## src/rtl/layered_rect_draw_engine_top_macros.svh

```systemverilog
// Assertion helpers used by the RTL controller (lrde_ctrl).
// Both sample on clk and are disabled while rst_n is low.
`ifndef LAYERED_RECT_DRAW_ENGINE_TOP_MACROS_SVH
`define LAYERED_RECT_DRAW_ENGINE_TOP_MACROS_SVH

// Same-cycle implication.
`define LRDE_ASSERT_NOW(label, ante, cons, msg) \
    label: assert property (@(posedge clk) disable iff (!rst_n) (ante) |-> (cons)) \
        else $error(msg);

// Next-cycle implication.
`define LRDE_ASSERT_NEXT(label, ante, cons, msg) \
    label: assert property (@(posedge clk) disable iff (!rst_n) (ante) |=> (cons)) \
        else $error(msg);

`endif

```

## src/rtl/lrde_pkg.sv

```systemverilog
`default_nettype none

package lrde_pkg;

    // default geometry
    localparam int NUM_COLS_DEF     = 8;
    localparam int NUM_ROWS_DEF     = 8;
    localparam int NUM_LAYERS_DEF   = 4;
    localparam int CHANNEL_BITS_DEF = 8;

    // fixed field widths
    localparam int CMD_W   = 2;
    localparam int LAYER_W = 2;
    localparam int COORD_W = 3;
    localparam int POS_W   = COORD_W + 1;  // coordinate plus offset, up to 14
    localparam int COLOR_W = 8;

    // command codes
    localparam logic [CMD_W-1:0] CMD_DRAW  = 2'd0;
    localparam logic [CMD_W-1:0] CMD_READ  = 2'd1;
    localparam logic [CMD_W-1:0] CMD_CLEAR = 2'd2;
    localparam logic [CMD_W-1:0] CMD_NOP   = 2'd3;

    typedef struct packed {
        logic [CMD_W-1:0]   command;
        logic [LAYER_W-1:0] layer;
        logic [COORD_W-1:0] rect_col;
        logic [COORD_W-1:0] rect_row;
        logic [COORD_W-1:0] rect_width;
        logic [COORD_W-1:0] rect_height;
        logic               fill;
        logic [COLOR_W-1:0] red;
        logic [COLOR_W-1:0] green;
        logic [COLOR_W-1:0] blue;
    } request_t;

    typedef struct packed {
        logic [COLOR_W-1:0] pixel_red;
        logic [COLOR_W-1:0] pixel_green;
        logic [COLOR_W-1:0] pixel_blue;
        logic               clipped;
    } result_t;

    // controller -> datapath
    typedef struct packed {
        logic load;       // capture request, reset scan and clear counters
        logic draw_step;  // visit one rectangle pixel
        logic clr_step;   // zero one store entry
        logic emit;       // load result register, strobe done
    } ctrl_cmd_t;

    // datapath -> controller
    typedef struct packed {
        logic scan_last;  // current pixel is the rectangle's last
        logic clr_last;   // current entry is the store's last
    } ctrl_sts_t;

endpackage

`default_nettype wire

```

## src/rtl/lrde_ctrl.sv

```systemverilog
`default_nettype none

module lrde_ctrl (
    input  wire logic                              clk,
    input  wire logic                              rst_n,
    input  wire logic                              start,
    input  wire logic [lrde_pkg::CMD_W-1:0]        command,
    input  wire lrde_pkg::ctrl_sts_t               sts,
    output lrde_pkg::ctrl_cmd_t                    cmd,
    output logic                                   busy
);

    typedef enum logic [2:0] {
        S_CLEAR,
        S_IDLE,
        S_DRAW,
        S_READ,
        S_EMIT
    } state_t;

    state_t state_reg, state_next;
    logic   busy_reg, busy_next;
    logic   clr_req_reg, clr_req_next;  // clear was requested, so it owes a result
    logic   accept;
    logic [3:0] cmd_bits;

    assign accept = start && !busy_reg;
    assign busy   = busy_reg;

    always_comb
    begin
        state_next   = state_reg;
        clr_req_next = clr_req_reg;
        cmd          = '0;
        unique case (state_reg)
            S_IDLE:
            begin
                if (accept)
                begin
                    cmd.load = 1'b1;
                    unique case (command)
                        lrde_pkg::CMD_DRAW:  state_next = S_DRAW;
                        lrde_pkg::CMD_READ:  state_next = S_READ;
                        lrde_pkg::CMD_CLEAR:
                        begin
                            state_next   = S_CLEAR;
                            clr_req_next = 1'b1;
                        end
                        default:             state_next = S_EMIT;
                    endcase
                end
            end
            S_DRAW:
            begin
                cmd.draw_step = 1'b1;
                if (sts.scan_last)
                begin
                    state_next = S_EMIT;
                end
            end
            // address presented here, data valid in S_EMIT
            S_READ:  state_next = S_EMIT;
            S_CLEAR:
            begin
                cmd.clr_step = 1'b1;
                if (sts.clr_last)
                begin
                    state_next   = clr_req_reg ? S_EMIT : S_IDLE;
                    clr_req_next = 1'b0;
                end
            end
            S_EMIT:
            begin
                cmd.emit   = 1'b1;
                state_next = S_IDLE;
            end
            default: state_next = S_IDLE;
        endcase
        busy_next = (state_next != S_IDLE);
    end

    // reset enters the clearing pass over the store
    always_ff @(posedge clk or negedge rst_n)
    begin
        if (!rst_n)
        begin
            state_reg   <= S_CLEAR;
            busy_reg    <= 1'b1;
            clr_req_reg <= 1'b0;
        end
        else
        begin
            state_reg   <= state_next;
            busy_reg    <= busy_next;
            clr_req_reg <= clr_req_next;
        end
    end

    assign cmd_bits = {cmd.load, cmd.draw_step, cmd.clr_step, cmd.emit};

`include "layered_rect_draw_engine_top_macros.svh"

    `LRDE_ASSERT_NEXT(a_accept_busy, accept, busy_reg, "busy not raised after a request")
    `LRDE_ASSERT_NEXT(a_emit_idle, cmd.emit, !busy_reg, "busy still high after result")
    `LRDE_ASSERT_NOW(a_cmd_onehot, 1'b1, $onehot0(cmd_bits), "overlapping datapath commands")
    `LRDE_ASSERT_NOW(a_load_idle, cmd.load, !busy_reg, "request loaded while busy")

endmodule

`default_nettype wire

```

## config.mk

```make
export PLATFORM = sky130hd
export DESIGN_NAME = lrde_ctrl
export DESIGN_NICKNAME = d
export VERILOG_FILES = /design/src/rtl/lrde_pkg.sv /design/src/rtl/lrde_ctrl.sv
export VERILOG_INCLUDE_DIRS = /design/src /design/src/rtl
export SDC_FILE = /design/constraint.sdc
export NUM_CORES = 1
export LEC_CHECK = 0
export BUFFER_PORTS_ARGS = -buffer_cell sky130_fd_sc_hd__buf_2
export CAP_MARGIN = 20
export CORE_AREA = 2 2 39 41
export CTS_BUF_LIST = sky130_fd_sc_hd__clkbuf_16
export CTS_CLUSTER_DIAMETER = 200
export DETAILED_ROUTE_END_ITERATION = 6
export DIE_AREA = 0 0 41 43
export GPL_ROUTABILITY_DRIVEN = 0
export PLACE_DENSITY_LB_ADDON = 0.3
export SKIP_CTS_REPAIR_TIMING = 1
export SLEW_MARGIN = 25
export SYNTH_ARGS = -nofsm -noshare
export SYNTH_HDL_FRONTEND = slang
export SYNTH_SLANG_ARGS = --single-unit
```

## constraint.sdc

```tcl
create_clock -name clk -period 1.2 [get_ports clk]
set_clock_uncertainty 0.15 [all_clocks]
set_input_delay 0.12 -clock clk [delete_from_list [all_inputs] [get_ports clk]]
set_output_delay 0.12 -clock clk [all_outputs]
set_load 0.01 [all_outputs]
```

==> impl_metrics.ini <==
[critical_path]
cp.required_ns = 0.93
ff2ff_setup_slack_ns = -0.07
worst_r2r_startpoint = state_reg[0]$_DFF_PN0_
crit_path_start = state_reg[0]$_DFF_PN0_
setup.worst_path.class = flop to output port
crit_family = flip-flops
r2r_cells = 3
cp.depth = 3
critPathCaptureType = output port
cp_slowest_stage_delay_ns = 0.46
path_buf_inv = 1
arrival_ns = 1.11
crit_path_cell_trace = nor2_1 > and2_1 > buf_2
crit_path_top_delay_cell = dfrtp_2
endpoint = cmd[0]
cp-start-kind = flop
timing.rr.end = state_reg[1]$_DFF_PN0_
crit_fanout = 7

[global_routing]
grt_pass1_wl_mm = 1.20
grt_overflow_total = 0
first_global_vias = 301
grt_max_degree = 12
grt_usage = 0.109
antenna_found_initial = 0

[routing]
via_count = 317
firstDrtPassIters = 4
viasPerCell = 4.88
antenna_left = 0
wl_microns = 877
drt_iter0_markers = 1
drc_errors = 0
wl_per_cell_microns = 13.5

[layout]
synthToLayoutAreaGrowth_pct = 72.6
nets = 57
diodes = 0
fin_cells = 65
largest_reg_flops = 3
drive_gt1_frac = 0.469

[floorplanning]
fp.dieW_microns = 41
start_util = 0.214
row_count = 14
dieArea_sq_mm = 0.00176
coreArea_sq_mm = 0.00138
die_h_microns = 43
ios = 12

[placement]
dp.cells = 57
port_buffers = 11

[timing]
slew-limit-headroom = 0.802
fin_crit_sh = 1.15
tightest_slew_ns = 0.296
min_period_ns = 1.38
setup_viol_count_final = 8
hold_slack_ns = 0.0271
maxSlewViolCount = 0
final_hold_viol_count = 0
fmaxAchievable_ghz = 0.722
grt_setup_unrepaired = true
setup_slack_ns = -0.185

[cts]
cts_root_buf = clkbuf_16
clk_pin_slew_ns = 0.03
cts_htree_levels = 1
cts_tree = done
worstSkewPairLatency_ns = 0.23
cts_num_sinks = 5
clockBufferDepth = 2
cts_buffers = 3

[power]
p_leak_nw = 0.235
power_density_mw_per_mm2 = 2810
ir_worst_vdd_v = 0.000652

[logic_synthesis]
ys_warn_count = 0
synthTopCellsByCount = nor2_1 (5), dfrtp_1 (4)
ys_seq_elements = 5
synth_cell_type_count = 20
yosysTopAreaCellShare = 0.338
syn_area_sq_um = 297
synthesis.nets = 39
syn_inst = 32
yosysMostFrequentCell = nor2_1
synth_area_leaders = dfrtp_1 (34%), dfstp_2 (8.9%), nor2_1 (6.3%)
synth_edf_count = 0
async_reset_ff_frac = 1.00
ys_seq_area_frac = 0.426
synth_top_area_cell = dfrtp_1
avgSynthCellArea_sq_um = 9.27
ys.flop_type = dfrtp_1

[worst_hold_path]
hold_class = input port to flop
min_from = sts[1]

[flow_run]
maxCapViolCount = 0

[run_status]
status = finished, violations left
violations = setup timing
where the power goes:
part	internal (mW)	switching, mW	total, mW
logic	0.283	0.213	0.496
registers	0.262	0.134	0.396
clock network	0.432	0.116	0.548
how the worst min path moves through the flow:
stage / to / slack, ns / depth (start not counted)
2_1_floorplan: clr_req_reg$_DFFE_PN0P_ / -0.33 / 0
3_3_place_gp: state_reg[0]$_DFF_PN0_ / -0.21 / 1
3_5_place_dp: state_reg[0]$_DFF_PN0_ / -0.20 / 1
4_1_cts: clr_req_reg$_DFFE_PN0P_ / -0.44 / 1
5_1_grt: state_reg[1]$_DFF_PN0_ / 0.05 / 3
6_report: state_reg[1]$_DFF_PN0_ / 0.03 / 3
placed cells by master, fill, tap and decap left out:
cell / n
a21oi_1: 2
buf_2: 11
clkbuf_16: 3
a31oi_1: 2
nor3_1: 1
nand2b_4: 1
nor3_2: 1
inv_1: 3
buf_6: 1
and4bb_1: 1
a21o_1: 1
nand4bb_4: 1
dfrtp_1: 2
dfrtp_2: 2
nor4b_2: 1
o32a_1: 1
dlygate4sd3_1: 2
nor2_1: 5
dfstp_2: 1
o21ai_0: 1
buf_4: 1
and2_1: 1
nand3_1: 2
a311o_1: 1
a22o_1: 1
cell type report:
cell class / count / area, sq um
inverters: 2 / 7.51
fillers: 140 / 872
multi-input cells: 23 / 183
clock inverters: 1 / 3.75
well taps: 16 / 20.0
clock buffers: 3 / 75.1
flip-flops and latches: 5 / 129
repair buffers: 15 / 93.8
worst reg2reg max path: stages, from the launching register on:
cell     delay [ns]
dfrtp_2        0.46
buf_6          0.15
o32a_1         0.33
nor2_1         0.09
routing by layer:
metal,track usage,share of wire,wire [microns]
met5,0,0,0
met4,0.100,0.050,44
met3,0.0471,0.057,50
met2,0.144,0.52,457
met1,0.124,0.37,324
through the flow:
stage	total power [mW]	setup TNS, ns	util	setup slack (ns)	area, sq um
after floorplan	0.670	0	-	0.0162	309
after global placement	0.772	-0.136	0.267	-0.0619	369
after detailed placement	0.770	-0.111	0.267	-0.0592	369
after CTS	1.33	-1.01	0.324	-0.235	448
after global routing	1.52	-1.23	0.370	-0.222	512
final	1.44	-0.808	0.370	-0.185	512
cells by family (layout without fill, tap and decap cells):
logic type             after synthesis  after routing  synth area share
AOI/OAI and AO/OA                    9              9             0.215
buffers and inverters                4             21            0.0759
DFF                                  5              5             0.426
and+or+nand+nor                     14             14             0.283
Power figures use the tool's default switching activity.
